`src/string_crc31_double_hash_index_macros.svh`:
```
// Assertion macros for the name hasher top level.
`ifndef STRING_CRC31_DOUBLE_HASH_INDEX_MACROS_SVH
`define STRING_CRC31_DOUBLE_HASH_INDEX_MACROS_SVH

// The consequent must hold in the same cycle as the antecedent.
`define SCDHI_ASSERT_SAME(label, clk, rst_n, ante, cons, msg) \
    label: assert property (@(posedge clk) disable iff (!rst_n) (ante) |-> (cons)) \
        else $error(msg);

// The consequent must hold in the cycle after the antecedent.
`define SCDHI_ASSERT_NEXT(label, clk, rst_n, ante, cons, msg) \
    label: assert property (@(posedge clk) disable iff (!rst_n) (ante) |=> (cons)) \
        else $error(msg);

`endif

```
`src/scdhi_pkg.sv`:
```
// Shared types, constants and the CRC table function of the name hasher.
package scdhi_pkg;

    // Field widths.
    localparam int FOLD_W = 31;
    localparam int SIZE_W = 16;
    localparam int BYTE_W = 8;
    localparam int IDX_W  = 7;
    localparam int CNT_W  = $clog2(FOLD_W);

    // Polynomial and reset values.
    localparam logic [FOLD_W-1:0] CRC_POLY      = 31'h4800_0000;
    localparam logic [SIZE_W-1:0] SIZE_RESET    = 16'd1021;
    localparam logic [SIZE_W-1:0] SIZE_MIN      = 16'd3;
    localparam logic [SIZE_W-1:0] SIZE_STEP_OFS = 16'd2;
    localparam logic [CNT_W-1:0]  CNT_LAST      = CNT_W'(FOLD_W - 1);

    // ASCII case folding.
    localparam logic [BYTE_W-1:0] ASCII_UPPER_A     = 8'h41;
    localparam logic [BYTE_W-1:0] ASCII_UPPER_Z     = 8'h5A;
    localparam logic [BYTE_W-1:0] ASCII_CASE_OFFSET = 8'h20;

    // Configuration register indexes.
    localparam logic CFG_TABLE_SIZE = 1'b0;
    localparam logic CFG_CASE_FOLD  = 1'b1;

    // Commands from the controller to the datapath.
    typedef struct packed {
        logic fold;   // a request is accepted: fold its byte
        logic load;   // the accepted byte ends a name: start the remainders
        logic step;   // one remainder bit step
    } t_dp_cmd;

    // Status from the datapath to the controller.
    typedef struct packed {
        logic last_bit;   // the current step handles the final dividend bit
    } t_dp_status;

    // One table entry: XOR of the polynomial shifted right by each set index bit.
    function automatic logic [FOLD_W-1:0] crc_entry(input logic [IDX_W-1:0] idx);
        logic [FOLD_W-1:0] acc;
        acc = '0;
        for (int j = 0; j < IDX_W; j++) begin
            if (idx[j]) begin
                acc = acc ^ (CRC_POLY >> j);
            end
        end
        return acc;
    endfunction

endpackage

```
`src/scdhi_ctrl.sv`:
```
// Controller of the name hasher: handshakes and the remainder sequence.
module scdhi_ctrl (
    input  logic                  i_clk,
    input  logic                  i_rst_n,
    input  logic                  i_in_valid,
    input  logic                  i_last_byte,
    output logic                  o_in_ready,
    output logic                  o_out_valid,
    input  logic                  i_out_ready,
    input  scdhi_pkg::t_dp_status i_status,
    output scdhi_pkg::t_dp_cmd    o_cmd
);
    import scdhi_pkg::*;

    typedef enum logic [2:0] {
        S_IDLE = 3'b001,
        S_DIV  = 3'b010,
        S_OUT  = 3'b100
    } t_state;

    t_state r_state;
    t_state n_state;
    logic   back_free;
    logic   accept;

    // The back end can take a new name once its result is gone or leaving.
    assign back_free = (r_state == S_IDLE) || ((r_state == S_OUT) && i_out_ready);

    // Middle bytes always pass; a last byte waits for a free back end.
    assign o_in_ready  = !i_last_byte || back_free;
    assign accept      = i_in_valid && o_in_ready;
    assign o_out_valid = (r_state == S_OUT);

    assign o_cmd.fold = accept;
    assign o_cmd.load = accept && i_last_byte;
    assign o_cmd.step = (r_state == S_DIV);

    // Next state.
    always_comb begin
        n_state = r_state;
        case (r_state)
            S_IDLE: begin
                if (o_cmd.load) begin
                    n_state = S_DIV;
                end
            end
            S_DIV: begin
                if (i_status.last_bit) begin
                    n_state = S_OUT;
                end
            end
            S_OUT: begin
                if (o_cmd.load) begin
                    n_state = S_DIV;
                end else if (i_out_ready) begin
                    n_state = S_IDLE;
                end
            end
            default: begin
                n_state = S_IDLE;
            end
        endcase
    end

    always_ff @(posedge i_clk) begin
        if (!i_rst_n) begin
            r_state <= S_IDLE;
        end else begin
            r_state <= n_state;
        end
    end

endmodule

```
`src/scdhi_datapath.sv`:
```
// Datapath of the name hasher: byte folding, configuration and two remainders.
module scdhi_datapath (
    input  logic                          i_clk,
    input  logic                          i_rst_n,
    input  logic                          i_cfg_we,
    input  logic                          i_cfg_idx,
    input  logic [scdhi_pkg::SIZE_W-1:0]  i_cfg_data,
    input  logic [scdhi_pkg::BYTE_W-1:0]  i_name_byte,
    input  scdhi_pkg::t_dp_cmd            i_cmd,
    output scdhi_pkg::t_dp_status         o_status,
    output logic [scdhi_pkg::FOLD_W-1:0]  o_fold_value,
    output logic [scdhi_pkg::SIZE_W-1:0]  o_home_slot,
    output logic [scdhi_pkg::SIZE_W-1:0]  o_probe_step
);
    import scdhi_pkg::*;

    logic [SIZE_W-1:0] r_table_size;
    logic              r_case_fold;
    logic [FOLD_W-1:0] r_fold;
    logic [FOLD_W-1:0] r_value;
    logic [FOLD_W-1:0] r_shift;
    logic [SIZE_W-1:0] r_div_a;
    logic [SIZE_W-1:0] r_div_b;
    logic [SIZE_W-1:0] r_rem_a;
    logic [SIZE_W-1:0] r_rem_b;
    logic [CNT_W-1:0]  r_cnt;

    logic [BYTE_W-1:0] char_in;
    logic [FOLD_W-1:0] n_fold;
    logic [SIZE_W-1:0] size_eff;
    logic [SIZE_W:0]   trial_a;
    logic [SIZE_W:0]   trial_b;
    logic [SIZE_W:0]   diff_a;
    logic [SIZE_W:0]   diff_b;
    logic [SIZE_W-1:0] n_rem_a;
    logic [SIZE_W-1:0] n_rem_b;

    // Configuration registers.
    always_ff @(posedge i_clk) begin
        if (!i_rst_n) begin
            r_table_size <= SIZE_RESET;
            r_case_fold  <= 1'b0;
        end else if (i_cfg_we) begin
            case (i_cfg_idx)
                CFG_TABLE_SIZE: r_table_size <= i_cfg_data;
                CFG_CASE_FOLD:  r_case_fold  <= i_cfg_data[0];
                default: begin
                end
            endcase
        end
    end

    // Optional lowering of ASCII uppercase letters.
    always_comb begin
        char_in = i_name_byte;
        if (r_case_fold && (i_name_byte >= ASCII_UPPER_A) && (i_name_byte <= ASCII_UPPER_Z)) begin
            char_in = i_name_byte + ASCII_CASE_OFFSET;
        end
    end

    // Seven bits of the running value per byte through the CRC table.
    assign n_fold = (r_fold >> IDX_W) ^ crc_entry(r_fold[IDX_W-1:0] ^ char_in[IDX_W-1:0]);

    // The running value starts over after the last byte of a name.
    always_ff @(posedge i_clk) begin
        if (!i_rst_n) begin
            r_fold <= '0;
        end else if (i_cmd.fold) begin
            r_fold <= i_cmd.load ? '0 : n_fold;
        end
    end

    // Sizes below the minimum are treated as the minimum.
    assign size_eff = (r_table_size < SIZE_MIN) ? SIZE_MIN : r_table_size;

    // Restoring division, one dividend bit per step, for both divisors at once.
    assign trial_a = {r_rem_a, r_shift[FOLD_W-1]};
    assign trial_b = {r_rem_b, r_shift[FOLD_W-1]};
    assign diff_a  = trial_a - {1'b0, r_div_a};
    assign diff_b  = trial_b - {1'b0, r_div_b};
    assign n_rem_a = (trial_a >= {1'b0, r_div_a}) ? diff_a[SIZE_W-1:0] : trial_a[SIZE_W-1:0];
    assign n_rem_b = (trial_b >= {1'b0, r_div_b}) ? diff_b[SIZE_W-1:0] : trial_b[SIZE_W-1:0];

    always_ff @(posedge i_clk) begin
        if (i_cmd.load) begin
            r_value <= n_fold;
            r_shift <= n_fold;
            r_div_a <= size_eff;
            r_div_b <= size_eff - SIZE_STEP_OFS;
            r_rem_a <= '0;
            r_rem_b <= '0;
            r_cnt   <= '0;
        end else if (i_cmd.step) begin
            r_shift <= {r_shift[FOLD_W-2:0], 1'b0};
            r_rem_a <= n_rem_a;
            r_rem_b <= n_rem_b;
            r_cnt   <= r_cnt + 1'b1;
        end
    end

    assign o_status.last_bit = (r_cnt == CNT_LAST);

    // Result fields, held stable until the result is taken.
    assign o_fold_value = r_value;
    assign o_home_slot  = r_rem_a;
    assign o_probe_step = r_div_b - r_rem_b;

endmodule

```
`src/string_crc31_double_hash_index.sv`:
```
// Top level of the streaming name hasher with double-hashing index.
// Takes a name one byte per request, with last_byte set on its final character,
// and folds each byte into a 31-bit CRC (polynomial 0x48000000, seven bits per
// byte) in the cycle it is accepted, so name bytes flow at one per cycle. The
// last byte starts a bit-serial divider that forms value mod size and
// value mod (size - 2) together, one dividend bit per cycle: the result request
// (fold value, home slot, probe step) follows the final dividend bit.
// Middle bytes of the next name keep flowing meanwhile; its last byte
// is held off until the pending result is taken. Configuration registers:
// index 0 is the table size (values below 3 act as 3), index 1 enables ASCII
// case folding; write them only while no name is in progress.
`include "string_crc31_double_hash_index_macros.svh"

module string_crc31_double_hash_index (
    input  logic                          i_clk,
    input  logic                          i_rst_n,
    input  logic                          i_cfg_we,
    input  logic                          i_cfg_idx,
    input  logic [scdhi_pkg::SIZE_W-1:0]  i_cfg_data,
    input  logic                          i_in_valid,
    output logic                          o_in_ready,
    input  logic [scdhi_pkg::BYTE_W-1:0]  i_name_byte,
    input  logic                          i_last_byte,
    output logic                          o_out_valid,
    input  logic                          i_out_ready,
    output logic [scdhi_pkg::FOLD_W-1:0]  o_fold_value,
    output logic [scdhi_pkg::SIZE_W-1:0]  o_home_slot,
    output logic [scdhi_pkg::SIZE_W-1:0]  o_probe_step
);
    import scdhi_pkg::*;

    t_dp_cmd    cmd;
    t_dp_status status;

    // Handshake and sequencing control.
    scdhi_ctrl u_ctrl (
        .i_clk       (i_clk),
        .i_rst_n     (i_rst_n),
        .i_in_valid  (i_in_valid),
        .i_last_byte (i_last_byte),
        .o_in_ready  (o_in_ready),
        .o_out_valid (o_out_valid),
        .i_out_ready (i_out_ready),
        .i_status    (status),
        .o_cmd       (cmd)
    );

    // Folding, configuration and remainder datapath.
    scdhi_datapath u_datapath (
        .i_clk        (i_clk),
        .i_rst_n      (i_rst_n),
        .i_cfg_we     (i_cfg_we),
        .i_cfg_idx    (i_cfg_idx),
        .i_cfg_data   (i_cfg_data),
        .i_name_byte  (i_name_byte),
        .i_cmd        (cmd),
        .o_status     (status),
        .o_fold_value (o_fold_value),
        .o_home_slot  (o_home_slot),
        .o_probe_step (o_probe_step)
    );

    // A new name end always starts the divider in the next cycle.
    `SCDHI_ASSERT_NEXT(a_load_starts_div, i_clk, i_rst_n, cmd.load, cmd.step, "divider did not start after a name end")

    // The final divider step always presents a result.
    `SCDHI_ASSERT_NEXT(a_div_ends_in_result, i_clk, i_rst_n, cmd.step && status.last_bit, o_out_valid, "no result after the final divider step")

    // A presented result is never disturbed by divider steps.
    `SCDHI_ASSERT_SAME(a_no_step_while_out, i_clk, i_rst_n, o_out_valid, !cmd.step, "divider stepping while a result is pending")

endmodule
```
`config.mk`:
```
export PLATFORM = sky130hd
export DESIGN_NAME = string_crc31_double_hash_index
export DESIGN_NICKNAME = d
export VERILOG_FILES = /design/src/scdhi_pkg.sv /design/src/scdhi_ctrl.sv /design/src/scdhi_datapath.sv /design/src/string_crc31_double_hash_index.sv
export VERILOG_INCLUDE_DIRS = /design/src /design/src/src
export SDC_FILE = /design/constraint.sdc
export NUM_CORES = 1
export LEC_CHECK = 0
export BUFFER_PORTS_ARGS = -buffer_cell sky130_fd_sc_hd__buf_2
export CAP_MARGIN = 20
export CORE_ASPECT_RATIO = 0.9
export CORE_MARGIN = 1.5
export CORE_UTILIZATION = 30
export DETAILED_ROUTE_END_ITERATION = 6
export PLACE_DENSITY = 0.45
export RECOVER_POWER = 100
export SLEW_MARGIN = 10
export SYNTH_ARGS = -nofsm -noshare
export SYNTH_HDL_FRONTEND = slang
export SYNTH_SLANG_ARGS = --single-unit
```
`constraint.sdc`:
```
create_clock -name i_clk -period 4.3 [get_ports i_clk]
set_input_delay 0.43 -clock i_clk [delete_from_list [all_inputs] [get_ports i_clk]]
set_output_delay 0.43 -clock i_clk [all_outputs]
set_load 0.01 [all_outputs]
```
# After elaboration in Yosys (flattened, before gate mapping)
# Cells that the tools add are included.
# op_classes
n_addsub,6
n_lt_le_gt_ge,5
n_eq_ne,7
n_mux,19
n_bitwise,9
reduce_logical,12
# ops
operator,n
2-to-1 mux 31 bit,4
2-to-1 mux 16 bit,3
subtractor 16 bit,3
greater-or-equal comparator 17 x 16 -> 1 bit,2
bitwise XOR 24 x 31 -> 31 bit,1
2-to-1 mux 30 bit,1
2-to-1 mux 29 bit,1
2-to-1 mux 28 bit,1
2-to-1 mux 27 bit,1
2-to-1 mux 26 bit,1
2-to-1 mux 25 bit,1
< comparator 16 x 2 -> 1 bit (second input constant),1
subtractor 16 x 2 -> 16 bit (second input constant),1
2-to-1 mux 3 bit,4
inverter 2 bit,6
one-hot mux 3 bit (3 select lines),1
greater-or-equal comparator 8 x 7 -> 1 bit (second input constant),1
<= comparator 8 x 7 -> 1 bit (second input constant),1
adder 7 x 6 -> 7 bit (second input constant),1
2-to-1 mux 7 bit,1
bitwise XOR 7 bit,1
adder 5 x 1 -> 5 bit (second input constant),1
equality test 5 bit (second input constant),1
logical AND 1 bit,5
11 further kinds,14
# word_totals
regBits,182
inputBits,31
output_inout_bits,65

# Logic depth before layout (Yosys ltp)
# logic_depth
word_depth,20
mapped_depth,13
ltp_nobuf,12

# Hierarchy
# Synthesis repeated with hierarchy kept, for this count alone.
# hier_totals
hier_cells,1020
hier_area_um2,9905.8
# modules_own_cells
mod,n_inst,cells_per_inst,area_per_inst_um2,seq_area_each_um2
scdhi_datapath,1,993,9676.8,4494.3
scdhi_ctrl,1,27,229.0,60.1

# Worst setup path after synthesis
# No wires, ideal clock.
# synth_path
path_kind,input port to flip-flop
startpoint,in i_out_ready
endpoint,reg u_datapath.r_value[0] (netlist: u_datapath.o_fold_value[0]) (enable)
arrival_ns,3.303
required_time_ns,3.850
slack_ns,0.546
path_stages,7
n_path_buf,2
path_cell_list,nand2_1 > mux2_2 > nor2_1 > nand3_1 > inv_1 > clkbuf_1 > clkbuf_1
# synth_lines
element,line_no,text
from (decl),string_crc31_double_hash_index.sv:25,"input logic i_out_ready,"
to (signal assigned),scdhi_datapath.sv:86,r_value <= n_fold;
to (decl),scdhi_datapath.sv:20,logic [FOLD_W-1:0] r_value;

# Worst setup path in the final report
# layout_path
startpoint,reg u_datapath.r_div_b[0]
endpoint,out o_probe_step[14] in the netlist's numbering
# layout_between
elab_chain_cells,1
# layout_lines
element,line_no,text
from (decl),scdhi_datapath.sv:23,logic [SIZE_W-1:0] r_div_b;
from (signal assigned),scdhi_datapath.sv:89,r_div_b <= size_eff - SIZE_STEP_OFS;
subtractor 16 bit,scdhi_datapath.sv:106,assign o_probe_step = r_div_b - r_rem_b;
to (decl),string_crc31_double_hash_index.sv:28,output logic [scdhi_pkg::SIZE_W-1:0] o_probe_step
# Every way passes these cells.

==> run_results.csv <==
group,metric,value,unit
synthesis,synth_nets,1076,
synthesis,synthArstFlopShare,0,%
floorplan,ios,96,
synthesis,synth_area,0.00944,sq mm
setup_path,crit_start,"u_datapath.r_div_b[0]",
setup_path,required,3870,ps
clock_network,cts_resized,0,
pwr,pwr-share-clk,41.8,%
synthesis,synth_edf_count,93,
floorplan,initial_core_util,30.5,%
setup_path,crit_path_end_kind,"primary output",
floorplan,dieArea,0.0325,sq mm
routing,drtIter0Drc,349,
pwr,p_int,2.90,mW
clock_network,cts_tree,"yes",
run_status,violations,"capacitance limit, slew limit",
sta,slew-limit-headroom,-45.7,%
hold_path,min_from,"i_cfg_data[5]",
routing,vias,7019,
setup_path,reg2reg_slack,740,ps
sta,clock_skew,11.8,ps
routing,firstDrtPassIters,4,
cells_and_area,drive_gt1_share,7.24,%
sta,fin_crit_sh,84.0,%
routing,vias_per_cell,4.72,
pwr,p_sw,0.969,mW
floorplan,rows,61,
hold_path,hold_class,"input port to register",
sta,tightest_slew,2190,ps
global_route,grt_overflow,0,
setup_path,cp.arrival,3180,ps
place,gp_congestion,0.767,
clock_network,cts_root_buf,"clkbuf_16",
sta,fin_crit,3610,ps
pwr,seqPwrFrac,49.7,%
setup_path,r2r_end,"u_datapath.r_rem_b[1]",
cells_and_area,fin_nets,1148,
place,hpwlAfterDp,16700,microns
cells_and_area,diodes,0,
synthesis,synth_warnings,0,
routing,drcViolationCount,0,
sta,hold_viol_final,0,
global_route,antenna_found_initial,0,
floorplan,core,0.0309,sq mm
setup_path,crit_type,"register to primary output",
setup_path,reg2reg_depth,12,
flow_run,cap_violations,2,
sta,hold_slack,197,ps
synthesis,synth_cell_types,63,
synthesis,synthCells,992,
sta,rsz0062_at_grt,"no",
setup_path,r2r_start,"u_datapath.r_div_b[3]",
place,io_buffer_count,95,
routing,postRouteAntennaNets,0,
floorplan,fp.dieH,171,microns
global_route,grt_first_pass_wirelength,37200,microns
clock_network,clkSinkCount,181,
floorplan,die_w,190,microns
clock_network,numCtsBuffers,17,
global_route,grt_pass1_vias,6645,
sta,tns,0,ps
setup_path,start_kind,"register",
setup_path,crit_end,"o_probe_step[14]",
pwr,fin_total_pwr,3.87,mW
pwr,p_comb_share,8.5,%
pwr,switching_share,25.0,%
pwr,ir_drop,0.000285,V
setup_path,critPathMaxFanout,2,
global_route,grt_max_degree,65,
sta,drv_slew,97,
synthesis,syn_area_per_cell,9.51,sq um
clock_network,clk_path_buf_depth,2,
routing,drt_wl_total,23700,microns
pwr,p_leak,4.32,nW
cells_and_area,syn_to_final_growth,14.4,%
sta,clock.fmax,277,MHz
pwr,p_per_area,359,mW/mm^2
sta,setup_viol,0,
clock_network,cts_setup_buffers,0,
synthesis,ys_ff_latch,181,
global_route,grt_util_all_layers,15.0,%
routing,wire_per_inst,15.9,microns
cells_and_area,utilization,34.9,%
clock_network,clk_latency,440,ps
synthesis,ys.flop_type,"edfxtp_1",
clock_network,path_clk_slew,70,ps
clock_network,h-tree-depth,4,
run_status,status,"complete, but fails checks",
clock_network,hold_buffers,0,
synthesis,synth-seq-area-share,48.3,%
==> area by class of cell <==
type | instances | area, sq um
flip-flops and latches | 181 | 4550
multi-input cells | 687 | 4410
well taps | 409 | 512
clock inverters | 12 | 141
repair buffers | 104 | 444
clock buffers | 20 | 458
fillers | 3226 | 20100
inverters | 73 | 275
==> per-layer routing <==
layer / track usage [%] / part of all wire (%) / wire (microns) / vias up
li1: - / - / - / 3587
met1: 20.5 / 49 / 11700 / 3310
met2: 24.2 / 46 / 11000 / 107
met3: 3.20 / 3.5 / 820 / 15
met4: 3.42 / 0.98 / 232 / 0
met5: 0 / 0 / 0 / -
==> synthesized netlist by cell type (12+ instances only) <==
master	count	share of area, %
mux2i_1	15	1.6
nor2b_1	21	1.4
dfxtp_1	88	19
a21boi_0	33	2.6
xor2_1	27	2.5
o21ai_0	35	1.9
a21oi_1	42	2.2
inv_1	73	2.9
nand3b_1	23	1.8
nand2_1	173	6.9
a21o_1	14	1.1
o22ai_1	12	0.80
nor2_1	42	1.7
nand3_1	28	1.5
edfxtp_1	93	30
xnor2_1	39	3.6
clkbuf_1	44	1.8
ha_1	50	6.6
nor3_1	23	1.2
==> per-stage QoR <==
stage / setup WS (ps) / cells / cell area [sq um]
6_report: 688 / 1486 / 10800
4_1_cts: 713 / 1486 / 10900
2_1_floorplan: 546 / 992 / 9440
3_5_place_dp: 1220 / 1454 / 10300
3_3_place_gp: 1240 / 1454 / 10300
5_1_grt: 281 / 1486 / 10800
==> worst max-delay path: stages (launching register included) <==
cell,delay [ps]
edfxtp_1,360
inv_1,60
ha_1,200
fa_1,420
nor2b_1,130
o21a_1,130
o21ai_0,100
a21oi_1,250
o2111ai_1,240
a31oi_1,290
a21o_1,170
a21oi_1,70
xnor2_1,140
clkbuf_1,170
==> sequential cells by signal, summed over array words and instances, names as in the netlist <==
name	count
u_ctrl.r_state	3
u_datapath.r_fold	31
u_datapath.r_case_fold	1
u_datapath.o_fold_value	31
u_datapath.r_rem_b	16
u_datapath.o_home_slot	16
u_datapath.r_table_size	16
u_datapath.r_cnt	5
u_datapath.r_div_b	16
u_datapath.r_div_a	15
u_datapath.r_shift	31
==> worst min-delay path by stage <==
stage	to	slack, ps	depth (start not counted)
final	u_datapath.r_table_size[5]	200	3
after global routing	u_datapath.r_table_size[6]	190	3
after CTS	u_datapath.r_table_size[5]	180	3
after detailed placement	u_datapath.r_fold[2]	470	2
after global placement	u_datapath.r_fold[2]	470	2
after floorplan	u_datapath.r_case_fold	440	2
==> power by group through the flow <==
| stage | Sequential [mW] | Combinational [mW] | Clock (mW) |
|---|---|---|---|
| floorplan | 1.95 | 0.224 | 0 |
| global placement | 1.96 | 0.342 | 0 |
| detailed placement | 1.96 | 0.342 | 0 |
| CTS | 1.93 | 0.344 | 1.67 |
| global route | 1.93 | 0.374 | 1.73 |
| finish | 1.92 | 0.328 | 1.62 |
==> logic make-up (layout without fill, tap and decap cells) <==
kind of cell    Yosys count  in the layout  share of synthesized area (%)
compound gates          194            194                           13.4
xor+xnor                 66             66                           6.13
fa+ha+maj                53             53                           7.27
buf+inv                 124            209                           5.22
flops                   181            181                           48.3
mux                      18             18                           2.03
simple gates            356            356                           17.7
==> layout by cell type, fill, tap and decap left out, types with 28 or more instances in the layout <==
cell type  count
nor2_1        42
a21oi_1       42
clkbuf_1      73
o21ai_0       40
xnor2_1       39
buf_2         28
ha_1          50
a21boi_0      34
dfxtp_1       88
nand2_1      173
inv_1         72
edfxtp_1      93
Note: power is estimated with default switching activity, not from simulation.
